[src/hdl/assert_macros.svh]
// Assertion macros for the deframer RTL, used by the frame parser.
`ifndef ASSERT_MACROS_SVH
`define ASSERT_MACROS_SVH

// Checked at every rising edge of clk while rst_n is high.
`define WSD_ASSERT(lbl, prop, msg) \
  lbl: assert property (@(posedge clk) disable iff (!rst_n) (prop)) else $error(msg);

// Checked at every rising edge of clk, reset included.
`define WSD_ASSERT_ALWAYS(lbl, prop, msg) \
  lbl: assert property (@(posedge clk) (prop)) else $error(msg);

`endif

[src/hdl/wsd_pkg.sv]
// Package with shared types, constants and functions of the WebSocket deframer.
`timescale 1ns / 1ps
package wsd_pkg;

  localparam int unsigned CfgAddrW = 3;
  localparam int unsigned CfgDataW = 32;
  localparam logic [31:0] MaxLenReset = 32'd15360;

  typedef enum logic [2:0] {
    ACT_DELIVER    = 3'd0,
    ACT_PONG       = 3'd1,
    ACT_IGNORE     = 3'd2,
    ACT_CLOSE_NORM = 3'd3,
    ACT_CLOSE_PROT = 3'd4,
    ACT_CLOSE_BIG  = 3'd5
  } action_t;

  localparam logic [3:0] OP_CONT   = 4'd0;
  localparam logic [3:0] OP_TEXT   = 4'd1;
  localparam logic [3:0] OP_BINARY = 4'd2;
  localparam logic [3:0] OP_CLOSE  = 4'd8;
  localparam logic [3:0] OP_PING   = 4'd9;
  localparam logic [3:0] OP_PONG   = 4'd10;

  localparam logic [6:0] LEN_EXT16 = 7'd126;
  localparam logic [6:0] LEN_EXT64 = 7'd127;

  typedef struct packed {
    logic [7:0] data;
    logic       has_data;
    logic [3:0] opcode;
    logic       fin;
    logic       last;
    action_t    action;
  } result_t;

  function automatic action_t action_of(input logic [3:0] op);
    action_t a;
    unique case (op)
      OP_CONT, OP_TEXT, OP_BINARY: a = ACT_DELIVER;
      OP_PING:                     a = ACT_PONG;
      OP_PONG:                     a = ACT_IGNORE;
      OP_CLOSE:                    a = ACT_CLOSE_NORM;
      default:                     a = ACT_CLOSE_PROT;
    endcase
    return a;
  endfunction

endpackage

[src/hdl/wsd_cfg_regs.sv]
// Configuration register bank with an APB-style slave port.
`timescale 1ns / 1ps
module wsd_cfg_regs (
  input  logic                          clk,
  input  logic                          rst_n,
  input  logic                          cfg_psel,
  input  logic                          cfg_penable,
  input  logic                          cfg_pwrite,
  input  logic [wsd_pkg::CfgAddrW-1:0]  cfg_paddr,
  input  logic [wsd_pkg::CfgDataW-1:0]  cfg_pwdata,
  output logic [wsd_pkg::CfgDataW-1:0]  cfg_prdata,
  output logic                          cfg_pready,
  output logic [31:0]                   max_len
);
  import wsd_pkg::*;

  logic [31:0] max_len_r;
  logic [31:0] max_len_nxt;
  logic        sel_max_len;

  // Register index is the word address, bit 2 upward.
  assign sel_max_len = (cfg_paddr[CfgAddrW-1] == 1'b0);

  always_comb begin
    max_len_nxt = max_len_r;
    if (cfg_psel && cfg_penable && cfg_pwrite && sel_max_len) begin
      max_len_nxt = cfg_pwdata;
    end
  end

  always_ff @(posedge clk) begin
    if (!rst_n) begin
      max_len_r <= MaxLenReset;
    end else begin
      max_len_r <= max_len_nxt;
    end
  end

  assign cfg_prdata = sel_max_len ? max_len_r : '0;
  assign cfg_pready = 1'b1;
  assign max_len    = max_len_r;

endmodule

[src/hdl/wsd_frame_parser.sv]
// Frame header parser, length check and payload unmasking, one byte per cycle in which fire is high.
`timescale 1ns / 1ps
`include "assert_macros.svh"
module wsd_frame_parser (
  input  logic             clk,
  input  logic             rst_n,
  input  logic             fire,
  input  logic [7:0]       rx_byte,
  input  logic [31:0]      max_len,
  output logic             res_valid,
  output wsd_pkg::result_t res
);
  import wsd_pkg::*;

  typedef enum logic [5:0] {
    PH_HDR0    = 6'b000001,
    PH_HDR1    = 6'b000010,
    PH_EXT     = 6'b000100,
    PH_MASK    = 6'b001000,
    PH_PAYLOAD = 6'b010000,
    PH_HALT    = 6'b100000
  } phase_t;

  phase_t      phase_r, phase_nxt;
  logic [3:0]  hbl_r, hbl_nxt;
  logic [3:0]  opcode_r, opcode_nxt;
  logic        fin_r, fin_nxt;
  logic        masked_r, masked_nxt;
  logic        upper_r, upper_nxt;
  logic [31:0] len_r, len_nxt;
  logic [31:0] idx_r, idx_nxt;
  logic [7:0]  key_r [4];

  logic [3:0]  hbl_dec;
  logic [31:0] len_new;
  logic        len_done;
  logic [32:0] idx_inc;
  logic        frame_end;
  logic [1:0]  key_widx;

  assign hbl_dec  = hbl_r - 4'd1;
  assign idx_inc  = {1'b0, idx_r} + 33'd1;
  assign key_widx = 2'd0 - hbl_r[1:0];

  always_comb begin
    phase_nxt  = phase_r;
    hbl_nxt    = hbl_r;
    opcode_nxt = opcode_r;
    fin_nxt    = fin_r;
    masked_nxt = masked_r;
    upper_nxt  = upper_r;
    len_nxt    = len_r;
    idx_nxt    = idx_r;
    len_new    = len_r;
    len_done   = 1'b0;
    frame_end  = 1'b0;
    res_valid  = 1'b0;
    res.data     = 8'd0;
    res.has_data = 1'b0;
    res.opcode   = opcode_r;
    res.fin      = fin_r;
    res.last     = 1'b1;
    res.action   = action_of(opcode_r);

    unique case (phase_r)
      PH_HDR0: begin
        fin_nxt    = rx_byte[7];
        opcode_nxt = rx_byte[3:0];
        phase_nxt  = PH_HDR1;
      end
      PH_HDR1: begin
        masked_nxt = rx_byte[7];
        upper_nxt  = 1'b0;
        len_nxt    = 32'd0;
        if (rx_byte[6:0] == LEN_EXT16) begin
          hbl_nxt   = 4'd2;
          phase_nxt = PH_EXT;
        end else if (rx_byte[6:0] == LEN_EXT64) begin
          hbl_nxt   = 4'd8;
          phase_nxt = PH_EXT;
        end else begin
          len_new  = {25'd0, rx_byte[6:0]};
          len_nxt  = len_new;
          len_done = 1'b1;
        end
      end
      PH_EXT: begin
        if (hbl_r > 4'd4) begin
          if (rx_byte != 8'd0) begin
            upper_nxt = 1'b1;
          end
        end else begin
          len_new = {len_r[23:0], rx_byte};
        end
        len_nxt  = len_new;
        hbl_nxt  = hbl_dec;
        len_done = (hbl_dec == 4'd0);
      end
      PH_MASK: begin
        hbl_nxt = hbl_dec;
        if (hbl_dec == 4'd0) begin
          if (len_r == 32'd0) begin
            res_valid = 1'b1;
            phase_nxt = PH_HDR0;
          end else begin
            phase_nxt = PH_PAYLOAD;
          end
        end
      end
      PH_PAYLOAD: begin
        frame_end    = (idx_inc >= {1'b0, len_r});
        idx_nxt      = idx_inc[31:0];
        res_valid    = 1'b1;
        res.has_data = 1'b1;
        res.data     = masked_r ? (rx_byte ^ key_r[idx_r[1:0]]) : rx_byte;
        res.last     = frame_end;
        if (frame_end) begin
          phase_nxt = PH_HDR0;
        end
      end
      PH_HALT: begin
        phase_nxt = PH_HALT;
      end
      default: begin
        phase_nxt = PH_HALT;
      end
    endcase

    // Length complete: size check first, then mask key, payload or empty frame.
    if (len_done) begin
      if (upper_nxt || (len_new > max_len)) begin
        res_valid  = 1'b1;
        res.action = ACT_CLOSE_BIG;
        phase_nxt  = PH_HALT;
      end else begin
        idx_nxt = 32'd0;
        if (masked_nxt) begin
          hbl_nxt   = 4'd4;
          phase_nxt = PH_MASK;
        end else if (len_new == 32'd0) begin
          res_valid = 1'b1;
          phase_nxt = PH_HDR0;
        end else begin
          phase_nxt = PH_PAYLOAD;
        end
      end
    end
  end

  always_ff @(posedge clk) begin
    if (!rst_n) begin
      phase_r  <= PH_HDR0;
      hbl_r    <= 4'd0;
      opcode_r <= 4'd0;
      fin_r    <= 1'b0;
      masked_r <= 1'b0;
      upper_r  <= 1'b0;
      len_r    <= 32'd0;
      idx_r    <= 32'd0;
    end else if (fire) begin
      phase_r  <= phase_nxt;
      hbl_r    <= hbl_nxt;
      opcode_r <= opcode_nxt;
      fin_r    <= fin_nxt;
      masked_r <= masked_nxt;
      upper_r  <= upper_nxt;
      len_r    <= len_nxt;
      idx_r    <= idx_nxt;
    end
  end

  always_ff @(posedge clk) begin
    if (fire && (phase_r == PH_MASK)) begin
      key_r[key_widx] <= rx_byte;
    end
  end

  `WSD_ASSERT(a_empty_is_last, (res_valid && !res.has_data) |-> res.last,
              "Result without data must end the frame.")
  `WSD_ASSERT(a_big_halts, (fire && res_valid && (res.action == ACT_CLOSE_BIG))
              |=> (phase_r == PH_HALT), "Too-big close must halt the parser.")
  `WSD_ASSERT(a_halt_silent, (phase_r == PH_HALT) |-> !res_valid,
              "Halted parser must not produce results.")

endmodule

[src/hdl/websocket_frame_deframer_unit.sv]
// Top level of the WebSocket frame deframer: input register, parser, output register.
`timescale 1ns / 1ps
// The in_ channel takes one received byte per word (in_tdata[7:0]). The out_
// channel gives one word per payload byte, or a single word without data for
// an empty frame or for a too-big close. out_tlast marks the word that ends a
// frame, out_tuser carries has_data, the frame opcode and the action code.
// The cfg_ port holds max_payload_len at byte address 0; the user must write it
// only while the block is idle, which the block itself does not enforce.
// A byte accepted on in_ sits in the input register and is parsed from there; its
// word, if any, is captured in the output register and offered on out_. One byte
// is taken every cycle as long as the output side keeps up; the parser state
// register is the only loop.
// When out_tready is low a pending word holds, the input register keeps one
// more byte and in_tready then drops until the output drains.
// Synchronous reset clears the parser to wait for a first header byte, empties
// both registers and restores max_payload_len to 15360. After a too-big close
// the block swallows all further bytes until the next reset.
module websocket_frame_deframer_unit (
  input  logic                          clk,
  input  logic                          rst_n,
  input  logic                          in_tvalid,
  output logic                          in_tready,
  input  logic [7:0]                    in_tdata,   // [7:0] rx_byte
  output logic                          out_tvalid,
  input  logic                          out_tready,
  output logic [15:0]                   out_tdata,  // [7:0] data, [8] fin, [15:9] zero
  output logic [7:0]                    out_tuser,  // [0] has_data, [4:1] opcode, [7:5] action
  output logic                          out_tlast,  // last
  input  logic                          cfg_psel,
  input  logic                          cfg_penable,
  input  logic                          cfg_pwrite,
  input  logic [wsd_pkg::CfgAddrW-1:0]  cfg_paddr,
  input  logic [wsd_pkg::CfgDataW-1:0]  cfg_pwdata,
  output logic [wsd_pkg::CfgDataW-1:0]  cfg_prdata,
  output logic                          cfg_pready
);
  import wsd_pkg::*;

  logic        in_valid_r, in_valid_nxt;
  logic [7:0]  in_byte_r;
  logic        out_valid_r, out_valid_nxt;
  result_t     out_res_r;
  logic        advance;
  logic        res_valid;
  result_t     res;
  logic [31:0] max_len;

  wsd_cfg_regs u_cfg (
    .clk         (clk),
    .rst_n       (rst_n),
    .cfg_psel    (cfg_psel),
    .cfg_penable (cfg_penable),
    .cfg_pwrite  (cfg_pwrite),
    .cfg_paddr   (cfg_paddr),
    .cfg_pwdata  (cfg_pwdata),
    .cfg_prdata  (cfg_prdata),
    .cfg_pready  (cfg_pready),
    .max_len     (max_len)
  );

  wsd_frame_parser u_parser (
    .clk       (clk),
    .rst_n     (rst_n),
    .fire      (advance),
    .rx_byte   (in_byte_r),
    .max_len   (max_len),
    .res_valid (res_valid),
    .res       (res)
  );

  assign advance   = in_valid_r && (!out_valid_r || out_tready);
  assign in_tready = !in_valid_r || advance;

  always_comb begin
    in_valid_nxt = in_valid_r;
    if (in_tvalid && in_tready) begin
      in_valid_nxt = 1'b1;
    end else if (advance) begin
      in_valid_nxt = 1'b0;
    end
    out_valid_nxt = out_valid_r;
    if (advance) begin
      out_valid_nxt = res_valid;
    end else if (out_tready) begin
      out_valid_nxt = 1'b0;
    end
  end

  always_ff @(posedge clk) begin
    if (!rst_n) begin
      in_valid_r  <= 1'b0;
      out_valid_r <= 1'b0;
    end else begin
      in_valid_r  <= in_valid_nxt;
      out_valid_r <= out_valid_nxt;
    end
  end

  always_ff @(posedge clk) begin
    if (in_tvalid && in_tready) begin
      in_byte_r <= in_tdata;
    end
    if (advance && res_valid) begin
      out_res_r <= res;
    end
  end

  assign out_tvalid = out_valid_r;
  assign out_tdata  = {7'd0, out_res_r.fin, out_res_r.data};
  assign out_tuser  = {out_res_r.action, out_res_r.opcode, out_res_r.has_data};
  assign out_tlast  = out_res_r.last;

endmodule

[config.mk]
export PLATFORM = sky130hd
export DESIGN_NAME = websocket_frame_deframer_unit
export DESIGN_NICKNAME = d
export VERILOG_FILES = /design/src/hdl/wsd_pkg.sv /design/src/hdl/wsd_cfg_regs.sv /design/src/hdl/wsd_frame_parser.sv /design/src/hdl/websocket_frame_deframer_unit.sv
export VERILOG_INCLUDE_DIRS = /design/src /design/src/hdl
export SDC_FILE = /design/constraint.sdc
export NUM_CORES = 1
export LEC_CHECK = 0
export ABC_CLOCK_PERIOD_IN_PS = 6600
export BUFFER_PORTS_ARGS = -buffer_cell sky130_fd_sc_hd__buf_2
export CORE_MARGIN = 4
export CORE_UTILIZATION = 60
export CTS_CLUSTER_DIAMETER = 30
export DETAILED_ROUTE_END_ITERATION = 10
export GPL_TIMING_DRIVEN = 1
export PLACE_DENSITY = 0.78
export SYNTH_ARGS = -nofsm -noshare
export SYNTH_HDL_FRONTEND = slang
export SYNTH_SLANG_ARGS = --single-unit
[constraint.sdc]
create_clock -name clk -period 6.6 [get_ports clk]
set_clock_uncertainty 0.15 [all_clocks]
set_input_delay 0.33 -clock clk [delete_from_list [all_inputs] [get_ports clk]]
set_output_delay 0.33 -clock clk [all_outputs]
set_load 0.005 [all_outputs]
## After elaboration in Yosys (flattened, before gate mapping)

Memories as Yosys holds them, arrays and structs flattened. A register that Yosys moved wholly into a read port is not among the register bits.
Index checks and enable logic that the tools add are counted.

| storage, ports and cells | value |
|---|---|
| memories | 1 |
| memory bits (writable) | 32 |
| bits in registers | 141 |
| logic and storage cells | 122 |
| output and inout bits | 60 |

Memory list:

| name | depth | bits a word | read ports | clocked after memory_dff | wr ports | line | text |
|---|---|---|---|---|---|---|---|
| u_parser.key_r | 4 | 8 | 1 | 1 | 1 | wsd_frame_parser.sv:32 | `logic [7:0] key_r [4];` |

| cells by class | value |
|---|---|
| reductions and logical operators | 25 |
| order comparisons | 3 |
| bitwise gates (word level) | 2 |
| add/subtract/negate cells | 3 |
| eq/ne operators | 16 |
| multiplexer cells | 54 |

Operators by type and width:

| operator | number |
|---|---|
| two-way mux 32 bit | 8 |
| case mux 32 bit (2 select lines) | 2 |
| zero test 32 bit | 2 |
| two-way mux 6 bit | 7 |
| adder 32 x 1 -> 33 bit (second input constant) | 1 |
| >= comparator 33 x 32 -> 1 bit | 1 |
| greater-than comparator 32 bit | 1 |
| case mux 6 bit (5 select lines) | 1 |
| two-way mux 4 bit | 5 |
| two-way mux 1 bit | 18 |
| equality test 7 bit (second input constant) | 2 |
| equality test 4 bit (second input constant) | 3 |
| case mux 3 bit (4 select lines) | 1 |
| two-way mux 5 bit | 2 |
| zero test 4 bit | 2 |
| two-way mux 8 bit | 1 |
| case mux 4 bit (2 select lines) | 1 |
| nonzero test 8 bit | 1 |
| bitwise XOR 8 bit | 1 |
| logical AND 1 bit | 7 |
| two-way mux 7 bit | 1 |
| equality test 6 x 1 -> 1 bit (second input constant) | 1 |
| equality test 6 x 2 -> 1 bit (second input constant) | 1 |
| equality test 6 x 3 -> 1 bit (second input constant) | 1 |
| other kinds (21) | 32 |

## Depth between registers and ports, before layout

| logic depth | value |
|---|---|
| word-level depth | 10 |
| gate-level depth with buffers | 19 |

## Cells and area by module

Synthesis repeated with hierarchy kept, for this count alone.

| second synthesis, totals | value |
|---|---|
| cell total of the unflattened synthesis | 1144 |
| area, all modules | 10193.5 um^2 |

Modules (own cells, without submodules):

| module | seq. area each (um^2) | cells an instance | times used | area each (um^2) |
|---|---|---|---|---|
| wsd_frame_parser | 2622.5 | 920 | 1 | 7686.1 |
| wsd_cfg_regs | 640.6 | 177 | 1 | 1557.7 |
| websocket_frame_deframer_unit | 820.8 | 47 | 1 | 949.7 |

## Worst setup path before layout

No wires, ideal clock.

| path | value |
|---|---|
| kind | register to register |
| start point | register u_parser.phase_r[3] |
| end point | register out_res_r (netlist bit out_tdata[0]) (enable) |
| slack | 1487 ps |
| data arrival time | 4564 ps |
| stages on the path, launching flop included | 17 |
| cell sequence | dfxtp_1 -> buf_2 -> or4_4 -> nor4_4 -> clkbuf_1 -> clkbuf_1 -> nand2_1 -> o21ai_0 -> ha_1 -> nand4_1 -> nor4_1 -> or4b_2 -> a31oi_1 -> a211oi_2 -> nor2_1 -> nor2_1 -> a21oi_1 |

| between the ends | value |
|---|---|
| word-level cells in the longest chain between the ends | 8 |

RTL lines:

| item | line | text |
|---|---|---|
| start, declared | wsd_frame_parser.sv:24 | `phase_t phase_r, phase_nxt;` |
| start signal, assigned | wsd_frame_parser.sv:161 | `phase_r <= phase_nxt;` |
| parallel branches: the longest is 6 deep, another holds greater-than comparator 32 bit | - |  |
| two-way mux 1 bit * | wsd_frame_parser.sv:130 | `if (len_done) begin` |
| logical AND 1 bit * | websocket_frame_deframer_unit.sv:103 | `if (advance && res_valid) begin` |
| end signal, assigned | websocket_frame_deframer_unit.sv:104 | `out_res_r <= res;` |
| end, declared | websocket_frame_deframer_unit.sv:42 | `result_t out_res_r;` |

Mark *: on every way between the ends.
A chain may end at the register's enable or synchronous reset.

## Worst setup path in the final report

| path | value |
|---|---|
| start point | register u_parser.hbl_r[0] |
| end point | register out_res_r (netlist bit out_tuser[3]) (enable) |

| between the ends | value |
|---|---|
| word-level cells in the longest chain between the ends | 9 |

RTL lines:

| item | line | text |
|---|---|---|
| start, declared | wsd_frame_parser.sv:25 | `logic [3:0] hbl_r, hbl_nxt;` |
| start signal, assigned | wsd_frame_parser.sv:162 | `hbl_r <= hbl_nxt;` |
| parallel branches: the longest is 7 deep, another holds greater-than comparator 32 bit | - |  |
| two-way mux 1 bit * | wsd_frame_parser.sv:130 |  |
| logical AND 1 bit * | websocket_frame_deframer_unit.sv:103 |  |

Marked as above.

==> impl_metrics.json <==
{
  "die_area_um2": 18900,
  "start_util_pct": 60.8,
  "place_ws_ns": 0.847,
  "synthMuxAreaShare_pct": 2.79,
  "synthXorXnorAreaFrac_pct": 3.57,
  "final_nets": 1434,
  "grt_max_degree": 84,
  "ys_top_cells_by_count": "nand2_1, nor2_1, a21oi_1, dfxtp_1, inv_1",
  "path_clk_slew_ns": 0.07,
  "hpwl_mm": 18.6,
  "post-cts-setup-buffers": 0,
  "clk_path_buf_depth": 2,
  "core_area_um2": 16500,
  "required_ns": 6.50,
  "synth_top_area_share_pct": 23.3,
  "cts_tree": "yes",
  "grt_usage_pct": 29.2,
  "htreeDepth": 4,
  "drt_iter0_drc": 906,
  "first_pass_iters": 9,
  "grt_pass1_vias": 8723,
  "cts.sinks": 175,
  "yosys-top-cells-area": "dfxtp_1, edfxtp_1, ha_1",
  "antenna_found_initial": 0,
  "hold_viol_final": 0,
  "cts-root-buf": "clkbuf_16",
  "yosys_warnings": 0,
  "slowest_stage": "o22ai_2",
  "drt_wl_total_mm": 27.3,
  "grt_setup_unrepaired": "false",
  "fp.dieW_um": 137,
  "numCtsBuffers": 17,
  "worstMarginPinSlew_ns": 1.21,
  "final_layout_size_suffix_gt1_share_pct": 12.4,
  "post_drt_wl_per_cell_um": 17.7,
  "drc": 0,
  "worstPathArrival_ns": 5.80,
  "cpPeakStageDelay_ns": 0.97,
  "die_h_um": 137,
  "yosys.area.top_type": "dfxtp_1",
  "synth_top_family_by_area": "simple AND/OR/NAND/NOR gates",
  "vias": 9351,
  "insertion_delay_ns": 0.43,
  "critPathKind": "register to register",
  "ys_ff_latch": 175,
  "place_congestion": 0.920,
  "synth_fa_ha_area_share_pct": 8.71,
  "grt_pass1_wl_mm": 43.6,
  "drv_slew": 0,
  "setup_violations": 0,
  "p_leak_nw": 4.45,
  "hp-class": "input pin to register",
  "fin_ws_ns": 0.699,
  "fin_crit_sh_pct": 89.4,
  "drv_cap": 0,
  "worstPathMaxFanout": 33,
  "power_density_nw_per_um2": 194,
  "via_per_inst": 6.04,
  "yosys.area_share.simple_pct": 21.5,
  "period_minus_slack_ns": 5.90,
  "synth_compound_area_share_pct": 16.8,
  "rows": 47,
  "tns_ns": 0,
  "syn_inst": 1216,
  "ant_nets": 0,
  "synth_ff_type": "dfxtp_1",
  "yosysSeqAreaShare_pct": 40.6,
  "slew_headroom_pct": 19.3,
  "overflow": 0,
  "worstSetupStartpointType": "register",
  "synth_edf_count": 58,
  "n_antenna_cell": 0,
  "peakVddDrop_mv": 0.181,
  "status": "finished clean",
  "worstPathCellList": "inv_1, ha_1, nor2b_1, or2_2, o22ai_2, o21ai_0, ha_1, nand4_1, nor2_1, or4b_2, a31oi_1, a211oi_2, nor2_1, nor2_1, a21oi_2",
  "port_buffers": 99,
  "synth.cell_area_um2": 10100,
  "syn_avg_cell_area_um2": 8.27,
  "fmax_mhz": 169,
  "yosysMostFrequentCell": "nand2_1",
  "synth_cell_types": 63,
  "crit_top_cell": "nor2_1",
  "end_kind": "register",
  "syn_to_final_growth_pct": 15.0,
  "synthArstFlopShare_pct": 0,
  "io_pins": 110
}
[per-layer routing]
metal / wire (um) / track usage (%) / up-vias
li1: - / - / 4451
met1: 10900 / 36.8 / 4332
met2: 13400 / 49.1 / 482
met3: 2070 / 4.67 / 86
met4: 1010 / 14.0 / 0
met5: 0 / 0 / -
[kinds of logic after synthesis]
logic type,after synthesis
adder cells (fa/ha/maj),70
flip-flops,175
multiplexers,18
AND/OR/NAND/NOR,478
XOR/XNOR,41
buffers and inverters,148
AO/OA/AOI/OAI,284
other,2
[layout by cell type (no fill, tap or decap), types with 10 or more instances in the layout]
cell type and instances:
ha_1 70, buf_2 99, nor2_1 140, nand3_1 35, a21oi_1 119, o2bb2ai_1 11
nor4_1 10, edfxtp_1 58, nor3_1 13, nand2_1 195, dlygate4sd3_1 40, buf_4 10
and3_1 11, a22oi_1 28, xnor2_1 21, o21ai_0 64, clkbuf_16 17, dfxtp_1 117
mux2i_1 10, a31oi_1 10, xor2_1 20, inv_1 71, nand4_1 28
[state kept, by name, indices dropped and copies added (netlist names), named ones only]
name / flops
u_parser.opcode_r: 4
in_valid_r: 1
u_parser.key_r: 32
u_parser.hbl_r: 4
in_byte_r: 8
u_cfg.max_len: 32
out_tlast: 1
u_parser.upper_r: 1
u_parser.idx_r: 32
out_tuser: 8
out_tvalid: 1
u_parser.masked_r: 1
u_parser.fin_r: 1
u_parser.phase_r: 6
u_parser.len_r: 32
out_tdata: 9
[power by group]
group          internal, mW  switching (mW)  leakage, nW
clock network         0.498           0.454        0.268
registers              1.13          0.0222         1.45
logic                0.0597          0.0820         2.74
[critical path, delay by kind of cell (launching register included)]
kind / cells / cell delay, ns
simple gates: 7 / 1.93
fa+ha+maj: 2 / 0.60
flops: 1 / 0.38
compound gates: 5 / 2.30
buf+inv: 1 / 0.14
[layout make-up]
cell class,count,area [um^2]
Multi-Input combinational cell,899,5400
Timing Repair Buffer,149,971
Inverter,72,270
Tap cell,220,275
Sequential cell,175,4080
Clock inverter,13,124
Fill cell,1295,4970
Clock buffer,19,433
[path summary, 6_finish.rpt]
path,start,endpoint,slack [ns],depth (start not counted)
min,in_tvalid,in_valid_r,0.02,3
max,u_parser.hbl_r[0],out_tuser[3],0.70,15
max reg2reg,u_parser.hbl_r[0],out_tuser[3],0.70,15
min reg2reg,u_parser.fin_r,out_tdata[8],0.28,0
[through the flow]
step | area (um^2) | utilization (%) | hold slack [ns] | cells | total power, mW
finish | 11600 | 69.9 | 0.0166 | 1547 | 2.24
global route | 11600 | 69.9 | 0.0546 | 1547 | 2.31
CTS | 11600 | 69.9 | 0.0180 | 1547 | 2.25
detailed placement | 10600 | 64.1 | 0.269 | 1475 | 1.29
global placement | 10600 | 64.1 | 0.268 | 1475 | 1.29
floorplan | 10100 | - | 0.258 | 1222 | 1.25
[what timing repair did]
item                                    4_1_cts  5_1_grt
endpoints found under the setup margin        0        0
hold buffers                                 40        0
endpoints found under the hold margin        40        0
gates resized for setup                       0        0
Note: power is estimated with default switching activity, not from simulation.
